**src/hdl/apr_pkg.sv**
```systemverilog
// apr_pkg: shared types and constants for the aging page-replacement unit.
// No dependencies; every other file in hdl/ refers to it by scoped names.
package apr_pkg;

	// Field widths
	localparam int AGE_W        = 32;
	localparam int FRAME_W      = 6;
	localparam int PAGE_FIELD_W = 6;
	localparam int COUNT_W      = 7;

	// Frame allocation limits
	localparam logic [COUNT_W-1:0] MAX_FRAMES      = 7'd64;
	localparam logic [COUNT_W-1:0] FRAME_COUNT_RST = 7'd16;

	// Configuration port
	localparam int PADDR_W = 2;
	localparam int PDATA_W = 32;
	localparam logic [PADDR_W-1:0] ADDR_FRAME_COUNT = 2'd0;

	// Operation codes
	typedef enum logic [1:0] {
		OP_REF   = 2'd0,
		OP_REQ   = 2'd1,
		OP_MAP   = 2'd2,
		OP_UNMAP = 2'd3
	} op_t;

	// One page-table entry as stored in the table memory
	typedef struct packed {
		logic [AGE_W-1:0]   age;
		logic               present;
		logic               referenced;
		logic [FRAME_W-1:0] frame;
	} entry_t;

	// One result transaction
	typedef struct packed {
		logic [FRAME_W-1:0]      granted_frame;
		logic [PAGE_FIELD_W-1:0] victim_page;
		logic                    evicted;
	} res_t;

endpackage

```
**src/hdl/apr_ifs.sv**
```systemverilog
// apr_ifs: valid/ready channel interfaces for commands and results.
// Depends on apr_pkg for field widths.
interface apr_cmd_if;
	logic                             valid;
	logic                             ready;
	logic [1:0]                       opcode;
	logic [apr_pkg::PAGE_FIELD_W-1:0] page;
	logic [apr_pkg::FRAME_W-1:0]      frame;

	modport source (output valid, opcode, page, frame, input ready);
	modport sink   (input valid, opcode, page, frame, output ready);
endinterface

interface apr_res_if;
	logic                             valid;
	logic                             ready;
	logic [apr_pkg::FRAME_W-1:0]      granted_frame;
	logic [apr_pkg::PAGE_FIELD_W-1:0] victim_page;
	logic                             evicted;

	modport source (output valid, granted_frame, victim_page, evicted, input ready);
	modport sink   (input valid, granted_frame, victim_page, evicted, output ready);
endinterface

```
**src/hdl/aging_page_replacement.sv**
```systemverilog
// aging_page_replacement: top level of the aging page-replacement unit.
// Depends on apr_pkg, apr_ifs, apr_cfg, apr_mem and apr_ctrl.
//
// Aging page-replacement unit for PAGE_COUNT virtual pages. Each page's age,
// present bit, referenced bit and frame number live in one page-table memory
// with a single read and a single write port. After reset the unit clears that
// memory, one entry per cycle, before it takes the first command transaction;
// frame_count may be written during that time. Commands are taken one at a
// time. Reference, map and unmap go from acceptance through a memory read, a
// write back and the result register; a request served from a free frame
// needs no memory access. A request that has to replace a page walks the page
// table through the read port, one entry per cycle, aging each present page
// and tracking the minimum. A finished result sits in an output register, so
// a new command is accepted while the previous result still waits to be taken.
module aging_page_replacement #(
	parameter int PAGE_COUNT = 64
) (
	input  logic                          clk,
	input  logic                          arst_n,
	input  logic                          psel,
	input  logic                          penable,
	input  logic                          pwrite,
	input  logic [apr_pkg::PADDR_W-1:0]   paddr,
	input  logic [apr_pkg::PDATA_W-1:0]   pwdata,
	output logic [apr_pkg::PDATA_W-1:0]   prdata,
	output logic                          pready,
	apr_cmd_if.sink                       cmd,
	apr_res_if.source                     res
);

	localparam int AW = $clog2(PAGE_COUNT);

	logic [apr_pkg::COUNT_W-1:0] frame_count;
	logic                        mem_we;
	logic [AW-1:0]               mem_waddr;
	apr_pkg::entry_t             mem_wdata;
	logic                        mem_re;
	logic [AW-1:0]               mem_raddr;
	apr_pkg::entry_t             mem_rdata;

	// configuration registers
	apr_cfg u_cfg (
		.clk         (clk),
		.arst_n      (arst_n),
		.psel        (psel),
		.penable     (penable),
		.pwrite      (pwrite),
		.paddr       (paddr),
		.pwdata      (pwdata),
		.prdata      (prdata),
		.pready      (pready),
		.frame_count (frame_count)
	);

	// page-table memory
	apr_mem #(
		.DEPTH (PAGE_COUNT)
	) u_mem (
		.clk   (clk),
		.we    (mem_we),
		.waddr (mem_waddr),
		.wdata (mem_wdata),
		.re    (mem_re),
		.raddr (mem_raddr),
		.rdata (mem_rdata)
	);

	// sequencer
	apr_ctrl #(
		.PAGE_COUNT (PAGE_COUNT)
	) u_ctrl (
		.clk         (clk),
		.arst_n      (arst_n),
		.frame_count (frame_count),
		.cmd         (cmd),
		.res         (res),
		.mem_we      (mem_we),
		.mem_waddr   (mem_waddr),
		.mem_wdata   (mem_wdata),
		.mem_re      (mem_re),
		.mem_raddr   (mem_raddr),
		.mem_rdata   (mem_rdata)
	);

endmodule

```
**src/hdl/apr_cfg.sv**
```systemverilog
// apr_cfg: APB-style register block holding frame_count.
// Depends on apr_pkg for address map and widths.
module apr_cfg (
	input  logic                          clk,
	input  logic                          arst_n,
	input  logic                          psel,
	input  logic                          penable,
	input  logic                          pwrite,
	input  logic [apr_pkg::PADDR_W-1:0]   paddr,
	input  logic [apr_pkg::PDATA_W-1:0]   pwdata,
	output logic [apr_pkg::PDATA_W-1:0]   prdata,
	output logic                          pready,
	output logic [apr_pkg::COUNT_W-1:0]   frame_count
);

	logic [apr_pkg::COUNT_W-1:0] frame_count_q;
	logic                        wr_hit;

	assign pready = 1'b1;
	assign wr_hit = psel && penable && pwrite && (paddr == apr_pkg::ADDR_FRAME_COUNT);

	// frame_count register
	always_ff @(posedge clk or negedge arst_n) begin
		if (!arst_n) begin
			frame_count_q <= apr_pkg::FRAME_COUNT_RST;
		end else if (wr_hit) begin
			frame_count_q <= pwdata[apr_pkg::COUNT_W-1:0];
		end
	end

	// read mux
	always_comb begin
		if (paddr == apr_pkg::ADDR_FRAME_COUNT) begin
			prdata = apr_pkg::PDATA_W'(frame_count_q);
		end else begin
			prdata = '0;
		end
	end

	assign frame_count = frame_count_q;

endmodule

```
**src/hdl/apr_mem.sv**
```systemverilog
// apr_mem: page-table memory, one write port and one read port, registered read.
// Depends on apr_pkg for the entry type.
module apr_mem #(
	parameter int DEPTH = 64
) (
	input  logic                     clk,
	input  logic                     we,
	input  logic [$clog2(DEPTH)-1:0] waddr,
	input  apr_pkg::entry_t          wdata,
	input  logic                     re,
	input  logic [$clog2(DEPTH)-1:0] raddr,
	output apr_pkg::entry_t          rdata
);

	apr_pkg::entry_t mem [DEPTH];

	always_ff @(posedge clk) begin
		if (we) begin
			mem[waddr] <= wdata;
		end
	end

	always_ff @(posedge clk) begin
		if (re) begin
			rdata <= mem[raddr];
		end
	end

endmodule

```
**src/hdl/apr_ctrl.sv**
```systemverilog
// apr_ctrl: sequencer for the page table: clearing pass, read-modify-write
// updates, free-frame grants, aging sweep with running minimum, result register.
// Depends on apr_pkg and the channel interfaces in apr_ifs.
module apr_ctrl #(
	parameter int PAGE_COUNT = 64
) (
	input  logic                            clk,
	input  logic                            arst_n,
	input  logic [apr_pkg::COUNT_W-1:0]     frame_count,
	apr_cmd_if.sink                         cmd,
	apr_res_if.source                       res,
	output logic                            mem_we,
	output logic [$clog2(PAGE_COUNT)-1:0]   mem_waddr,
	output apr_pkg::entry_t                 mem_wdata,
	output logic                            mem_re,
	output logic [$clog2(PAGE_COUNT)-1:0]   mem_raddr,
	input  apr_pkg::entry_t                 mem_rdata
);

	localparam int AW = $clog2(PAGE_COUNT);
	localparam logic [AW-1:0] LAST = AW'(PAGE_COUNT - 1);

	typedef enum logic [6:0] {
		ST_CLEAR = 7'b0000001,
		ST_IDLE  = 7'b0000010,
		ST_RMW   = 7'b0000100,
		ST_SWEEP = 7'b0001000,
		ST_FIX   = 7'b0010000,
		ST_DONE  = 7'b0100000,
		ST_SPARE = 7'b1000000
	} state_t;

	state_t                        state_q;
	apr_pkg::op_t                  op_q;
	apr_pkg::op_t                  cmd_op;
	logic [AW-1:0]                 page_q;
	logic [apr_pkg::FRAME_W-1:0]   frame_q;
	logic [AW-1:0]                 idx_q;
	logic                          issue_on_q;
	logic                          vld_s1;
	logic [AW-1:0]                 addr_s1;
	logic                          found_q;
	logic [apr_pkg::AGE_W-1:0]     best_age_q;
	logic [AW-1:0]                 best_idx_q;
	logic [apr_pkg::FRAME_W-1:0]   best_frame_q;
	logic [apr_pkg::COUNT_W-1:0]   frames_used_q;
	apr_pkg::res_t                 pend_q;
	apr_pkg::res_t                 out_q;
	logic                          out_valid_q;

	logic                          acc;
	logic                          in_range;
	logic [apr_pkg::COUNT_W-1:0]   limit;
	apr_pkg::entry_t               aged;
	apr_pkg::entry_t               updated;
	apr_pkg::entry_t               victim_entry;
	logic                          better;

	assign cmd.ready = (state_q == ST_IDLE);
	assign acc       = cmd.valid && cmd.ready;
	assign cmd_op    = apr_pkg::op_t'(cmd.opcode);
	assign in_range  = int'(cmd.page) < PAGE_COUNT;
	assign limit     = (frame_count > apr_pkg::MAX_FRAMES) ? apr_pkg::MAX_FRAMES : frame_count;

	// aging of the entry returning from memory
	always_comb begin
		aged = mem_rdata;
		if (mem_rdata.present) begin
			aged.age        = {mem_rdata.referenced, mem_rdata.age[apr_pkg::AGE_W-1:1]};
			aged.referenced = 1'b0;
		end
	end

	assign better = !found_q || (aged.age < best_age_q);

	// reference / map / unmap update of the entry read back
	always_comb begin
		updated = mem_rdata;
		case (op_q)
			apr_pkg::OP_REF: begin
				updated.referenced = 1'b1;
			end
			apr_pkg::OP_MAP: begin
				updated.present = 1'b1;
				updated.frame   = frame_q;
			end
			apr_pkg::OP_UNMAP: begin
				updated.present    = 1'b0;
				updated.referenced = 1'b0;
			end
			default: begin
				updated = mem_rdata;
			end
		endcase
	end

	// victim after the sweep: age zeroed, referenced already cleared by aging
	always_comb begin
		victim_entry            = '0;
		victim_entry.present    = 1'b1;
		victim_entry.frame      = best_frame_q;
	end

	// memory port control
	always_comb begin
		mem_re    = 1'b0;
		mem_raddr = idx_q;
		mem_we    = 1'b0;
		mem_waddr = idx_q;
		mem_wdata = '0;
		case (state_q)
			ST_CLEAR: begin
				mem_we = 1'b1;
			end
			ST_IDLE: begin
				mem_re    = acc && (cmd_op != apr_pkg::OP_REQ) && in_range;
				mem_raddr = AW'(cmd.page);
			end
			ST_RMW: begin
				mem_we    = 1'b1;
				mem_waddr = page_q;
				mem_wdata = updated;
			end
			ST_SWEEP: begin
				mem_re    = issue_on_q;
				mem_we    = vld_s1 && mem_rdata.present;
				mem_waddr = addr_s1;
				mem_wdata = aged;
			end
			ST_FIX: begin
				mem_we    = found_q;
				mem_waddr = best_idx_q;
				mem_wdata = victim_entry;
			end
			default: begin
				mem_re = 1'b0;
			end
		endcase
	end

	// sweep read pipeline
	always_ff @(posedge clk or negedge arst_n) begin
		if (!arst_n) begin
			vld_s1 <= 1'b0;
		end else begin
			vld_s1 <= (state_q == ST_SWEEP) && issue_on_q;
		end
	end

	always_ff @(posedge clk) begin
		addr_s1 <= idx_q;
	end

	// sequencer
	always_ff @(posedge clk or negedge arst_n) begin
		if (!arst_n) begin
			state_q       <= ST_CLEAR;
			op_q          <= apr_pkg::OP_REF;
			page_q        <= '0;
			frame_q       <= '0;
			idx_q         <= '0;
			issue_on_q    <= 1'b0;
			found_q       <= 1'b0;
			best_age_q    <= '0;
			best_idx_q    <= '0;
			best_frame_q  <= '0;
			frames_used_q <= '0;
			pend_q        <= '0;
			out_q         <= '0;
			out_valid_q   <= 1'b0;
		end else begin
			// result taken; in ST_DONE the reload below decides instead
			if (res.ready && out_valid_q && (state_q != ST_DONE)) begin
				out_valid_q <= 1'b0;
			end
			case (state_q)
				ST_CLEAR: begin
					if (idx_q == LAST) begin
						idx_q   <= '0;
						state_q <= ST_IDLE;
					end else begin
						idx_q <= idx_q + AW'(1);
					end
				end
				ST_IDLE: begin
					if (acc) begin
						op_q    <= cmd_op;
						page_q  <= AW'(cmd.page);
						frame_q <= cmd.frame;
						if (cmd_op == apr_pkg::OP_REQ) begin
							if (frames_used_q < limit) begin
								pend_q        <= '{granted_frame: frames_used_q[apr_pkg::FRAME_W-1:0],
								                   victim_page: '0, evicted: 1'b0};
								frames_used_q <= frames_used_q + apr_pkg::COUNT_W'(1);
								state_q       <= ST_DONE;
							end else begin
								idx_q      <= '0;
								issue_on_q <= 1'b1;
								found_q    <= 1'b0;
								state_q    <= ST_SWEEP;
							end
						end else if (in_range) begin
							state_q <= ST_RMW;
						end else begin
							pend_q  <= '0;
							state_q <= ST_DONE;
						end
					end
				end
				ST_RMW: begin
					pend_q  <= '0;
					state_q <= ST_DONE;
				end
				ST_SWEEP: begin
					if (issue_on_q) begin
						if (idx_q == LAST) begin
							issue_on_q <= 1'b0;
						end else begin
							idx_q <= idx_q + AW'(1);
						end
					end
					// running minimum, lowest index kept on ties
					if (vld_s1 && mem_rdata.present && better) begin
						found_q      <= 1'b1;
						best_age_q   <= aged.age;
						best_idx_q   <= addr_s1;
						best_frame_q <= mem_rdata.frame;
					end
					if (vld_s1 && (addr_s1 == LAST)) begin
						state_q <= ST_FIX;
					end
				end
				ST_FIX: begin
					if (found_q) begin
						pend_q <= '{granted_frame: best_frame_q,
						           victim_page: apr_pkg::PAGE_FIELD_W'(best_idx_q),
						           evicted: 1'b1};
					end else begin
						pend_q <= '{granted_frame: '0, victim_page: '0, evicted: 1'b1};
					end
					state_q <= ST_DONE;
				end
				ST_DONE: begin
					// hand the result to the output register once it is free
					if (!out_valid_q || res.ready) begin
						out_q       <= pend_q;
						out_valid_q <= 1'b1;
						state_q     <= ST_IDLE;
					end
				end
				default: begin
					state_q <= ST_IDLE;
				end
			endcase
		end
	end

	assign res.valid         = out_valid_q;
	assign res.granted_frame = out_q.granted_frame;
	assign res.victim_page   = out_q.victim_page;
	assign res.evicted       = out_q.evicted;

endmodule

```
**src/flat_wrapper.sv**
```systemverilog
// flat-port wrapper written by rule: the top's interface ports become plain ports
module aging_page_replacement_flat 
#(
	parameter int PAGE_COUNT = 64
)
  (clk, arst_n, psel, penable, pwrite, paddr, pwdata, prdata, pready, cmd_valid, cmd_opcode, cmd_page, cmd_frame, cmd_ready, res_valid, res_granted_frame, res_victim_page, res_evicted, res_ready);
  apr_cmd_if cmd_i ();
  apr_res_if res_i ();
  input  logic clk;
  input  logic arst_n;
  input  logic psel;
  input  logic penable;
  input  logic pwrite;
  input  logic [apr_pkg::PADDR_W-1:0] paddr;
  input  logic [apr_pkg::PDATA_W-1:0] pwdata;
  output logic [apr_pkg::PDATA_W-1:0] prdata;
  output logic pready;
  input wire logic [$bits(cmd_i.valid)-1:0] cmd_valid;
  input wire logic [$bits(cmd_i.opcode)-1:0] cmd_opcode;
  input wire logic [$bits(cmd_i.page)-1:0] cmd_page;
  input wire logic [$bits(cmd_i.frame)-1:0] cmd_frame;
  output wire logic [$bits(cmd_i.ready)-1:0] cmd_ready;
  output wire logic [$bits(res_i.valid)-1:0] res_valid;
  output wire logic [$bits(res_i.granted_frame)-1:0] res_granted_frame;
  output wire logic [$bits(res_i.victim_page)-1:0] res_victim_page;
  output wire logic [$bits(res_i.evicted)-1:0] res_evicted;
  input wire logic [$bits(res_i.ready)-1:0] res_ready;
  assign cmd_i.valid = cmd_valid;
  assign cmd_i.opcode = cmd_opcode;
  assign cmd_i.page = cmd_page;
  assign cmd_i.frame = cmd_frame;
  assign cmd_ready = cmd_i.ready;
  assign res_valid = res_i.valid;
  assign res_granted_frame = res_i.granted_frame;
  assign res_victim_page = res_i.victim_page;
  assign res_evicted = res_i.evicted;
  assign res_i.ready = res_ready;
  aging_page_replacement #(.PAGE_COUNT(PAGE_COUNT)) u_core (.clk(clk), .arst_n(arst_n), .psel(psel), .penable(penable), .pwrite(pwrite), .paddr(paddr), .pwdata(pwdata), .prdata(prdata), .pready(pready), .cmd(cmd_i), .res(res_i));
endmodule
```
**config.mk**
```make
export PLATFORM = sky130hd
export DESIGN_NAME = aging_page_replacement_flat
export DESIGN_NICKNAME = d
export VERILOG_FILES = /design/src/hdl/apr_pkg.sv /design/src/hdl/apr_ifs.sv /design/src/hdl/aging_page_replacement.sv /design/src/hdl/apr_cfg.sv /design/src/hdl/apr_mem.sv /design/src/hdl/apr_ctrl.sv /design/src/flat_wrapper.sv
export SDC_FILE = /design/constraint.sdc
export NUM_CORES = 2
export LEC_CHECK = 0
export BUFFER_PORTS_ARGS = -buffer_cell sky130_fd_sc_hd__buf_2
export CAP_MARGIN = 25
export CORE_MARGIN = 8
export CORE_UTILIZATION = 55
export CTS_CLUSTER_SIZE = 28
export DETAILED_ROUTE_END_ITERATION = 6
export PLACE_DENSITY = 0.71
export SLEW_MARGIN = 30
export SYNTH_ARGS = -nofsm -noshare
export SYNTH_HDL_FRONTEND = slang
export SYNTH_SLANG_ARGS = --single-unit
```
**constraint.sdc**
```tcl
create_clock -name clk -period 9.48 [get_ports clk]
set_input_delay 0 -clock clk [delete_from_list [all_inputs] [get_ports clk]]
set_output_delay 0 -clock clk [all_outputs]
set_load 0.02 [all_outputs]
```
==> run metrics <==
status=finished with violations; violated checks=DRC; Yosys cell types=88; hold_sp=cmd_page[3]; Fin Setup TNS=0 ps; WL/cell=32.83 um; Yosys top cell by area=edfxtp_1; Worst path max stage delay=850 ps; Initial Utilization=0.5523; Crit path required time=10140 ps; initial antenna violation count=11; M1 WL=117400 um; Vias/cell=6.804; share of Yosys cell area claimed by the top area cell type=0.7095; DIE AREA=214700 um^2; I/O pin count=103; CP arrival=6260 ps; RSZ-0062 raised after global routing=no; share of layout cells above drive strength 1=0.1515; Max-Cap Viols=0; PostCTS Resize Cnt=0; Final Hold Fails=0; detailed router's first-iteration violation count=10475; total iterations of the first detailed-routing run=7; top cells by area, synth=edfxtp_1, mux2i_1, mux4_2; crit start category=register; CP max FO=48; number of I/O port buffers=51; sequential area share after synthesis=0.7365; endpoints failing setup=0; pwr dens=312.1 nW/um^2; synthesized area=110000 um^2; Most common cell on crit path=buf_4; Worst path slowest cell=nor2_1; asr flop ratio synth=0.04191; WP buf/inv=3; Root Driver=clkbuf_16; Static Leak=42.17 nW; metal2 WL=150700 um; final worst-path setup slack=3886 ps; predominant post-synthesis flop cell=edfxtp_1; Worst-Margin Slew=1072 ps; worst setup path category=reg2reg; first-pass GRT wire length=465400 um; Critical Path End Type=register; Tmin final=5594 ps; hold endpoint=u_core.u_ctrl.page_q[3]$_DFFE_PN0P_; GRT Resource Usage Total=0.2961; WL final=329300 um; Layout Nets=7255; clk slew on worst S/H paths=60 ps; total core area=199200 um^2; Syn Inst Count=7020; Worst R2R End=u_core.u_mem.rdata[10]$_DFFE_PP_; r2r startpoint=u_core.u_ctrl.state_q[2]$_DFFE_PN0P_; Pins Over Slew Limit=0; Placer Congestion=0.9152; DP Area=114000 um^2; most frequent cells in the layout=edfxtp_1, nand2_1, mux2i_1, clkbuf_16, a21oi_1; pin count of the biggest net entering global routing=132; highest metal used=met5; flop-to-flop setup slack=3890 ps; DP Wirelength=167200 um; dpl ws=4023 ps; clk_lat worst skew=950 ps; hold slack=104.3 ps; row count=164; EDFF count, synth=2600; R2R depth=9; Sink Count=2720; post-synthesis register bit count=2720; DR vias=68238; period utilisation layout=0.5901; delay-heaviest family, CP=simple AND/OR/NAND/NOR gates; post-CTS setup buffers=0; relative slew slack=0.2839; vias in the first global route=66231; mean post-synth cell area=15.68 um^2; Worst VDD drop=0.2693 mV; CTS tree=done; met3 WL post-DR=41770 um; total gr overflow=0; Worst Skew=67.73 ps; htree depth=5; Hold Path Stages=3; post-route cell area=123500 um^2; CTS buffer count=287; Hold Crit Class=in2reg; CTS Hold Bufs=53; Die Y-Extent=463.3 um; Max Clock Freq=178.8 MHz; crit path cell chain=nor4_4 -> buf_4 -> nand2_1 -> inv_2 -> mux2_2 -> buf_4 -> nor2_1 -> o21ai_0 -> nor4b_1; Yosys warning count=0; Post-DRT Antenna Nets=0; Layout area overhead=12.19%; die span in x=463.3 um; commonest non-fill, non-tap cell in the layout=edfxtp_1; clock buffer depth=4; DRC=4
## flip-flops by register name, indices dropped and copies added, names as in the netlist, 7 cells and up
signal                       flops
u_core.u_ctrl.pend_q            13
u_core.u_mem.rdata              40
u_core.u_mem.mem              2560
u_core.u_ctrl.frames_used_q      7
u_core.u_cfg.frame_count         7
u_core.u_ctrl.best_age_q        32
## power by group
group / internal, mW / total, mW / switching (mW)
registers: 13.8 / 14.1 / 0.254
clock network: 6.19 / 10.7 / 4.51
logic: 4.44 / 13.8 / 9.33
total: 24.4 / 38.5 / 14.1
## stage by stage
stage          total power, mW  std cells    util
2_1_floorplan            23.13       7044       -
3_3_place_gp             27.44       9468  0.5721
3_5_place_dp             27.69       9469  0.5723
4_1_cts                  38.30      10014  0.6189
5_1_grt                  39.66      10018  0.6195
6_report                 38.53      10029  0.6196
## how the worst max path moves through the flow
stage,from,endpoint,cells past startpoint
after floorplan,u_core.u_mem.rdata[7]$_DFFE_PP_,u_core.u_mem.mem[0][20]$_DFFE_PP_,5
after global placement,u_core.u_ctrl.state_q[2]$_DFFE_PN0P_,u_core.u_mem.rdata[11]$_DFFE_PP_,11
after detailed placement,u_core.u_ctrl.state_q[2]$_DFFE_PN0P_,u_core.u_mem.rdata[11]$_DFFE_PP_,11
after CTS,u_core.u_ctrl.state_q[2]$_DFFE_PN0P_,u_core.u_mem.rdata[11]$_DFFE_PP_,11
after global routing,u_core.u_ctrl.state_q[2]$_DFFE_PN0P_,u_core.u_mem.rdata[27]$_DFFE_PP_,12
final,u_core.u_ctrl.state_q[2]$_DFFE_PN0P_,u_core.u_mem.rdata[10]$_DFFE_PP_,9
## worst reg2reg max path, delay by kind of cell, from the launching register on
kind / cells / cell delay, ps
mux: 1 / 730
compound gates: 1 / 690
buf+inv: 3 / 1500
flops: 1 / 480
simple gates: 4 / 1940
## cell usage after synthesis, drive strengths merged, types with 13 or more instances
library cell,number
edfxtp,2600
nand2,883
mux2i,344
buf,270
o21ai,238
clkbuf,224
a21oi,220
and3,209
nand3,209
nor2,186
mux4,151
mux2,148
a211oi,122
dfrtp,112
a31oi,108
a2111oi,104
inv,99
o221ai,99
a221oi,91
nor3,78
o22ai,48
ha,41
a31o,37
and2,37
a211o,26
a21boi,23
o211ai,23
nand4,22
a32oi,20
o21a,19
a22oi,16
a21o,14
a311oi,13
o31ai,13
## cell type report
class / instances / area (um^2)
clock inverter: 139 / 1150
timing repair buffer: 320 / 2749
antenna: 11 / 27.53
tap: 2656 / 3323
multi-input combinational: 3730 / 27180
clock buffer: 353 / 7597
fill: 13897 / 75790
sequential: 2720 / 81050
inverter: 100 / 376.6
## cell families (layout without fill, tap and decap cells)
kind of cell             Yosys count  in the layout  share of synthesized area
AO/OA/AOI/OAI                   1339           1339                    0.08557
XOR/XNOR                           7              7                  0.0005571
adder cells (fa/ha/maj)           41             41                   0.004662
buffers and inverters            594            912                    0.02688
flip-flops                      2720           2720                     0.7365
multiplexers                     643            643                    0.07734
other                              2             37                 0.00006824
AND/OR/NAND/NOR                 1674           1674                    0.06842
## layer usage
metal / up-vias / track usage
met2: 4988 / 0.4588
met5: - / 0
li1: 27913 / -
met4: 4 / 0.1551
met1: 34399 / 0.3910
met3: 934 / 0.07270
No activity file was read; power rests on OpenSTA's default activity.
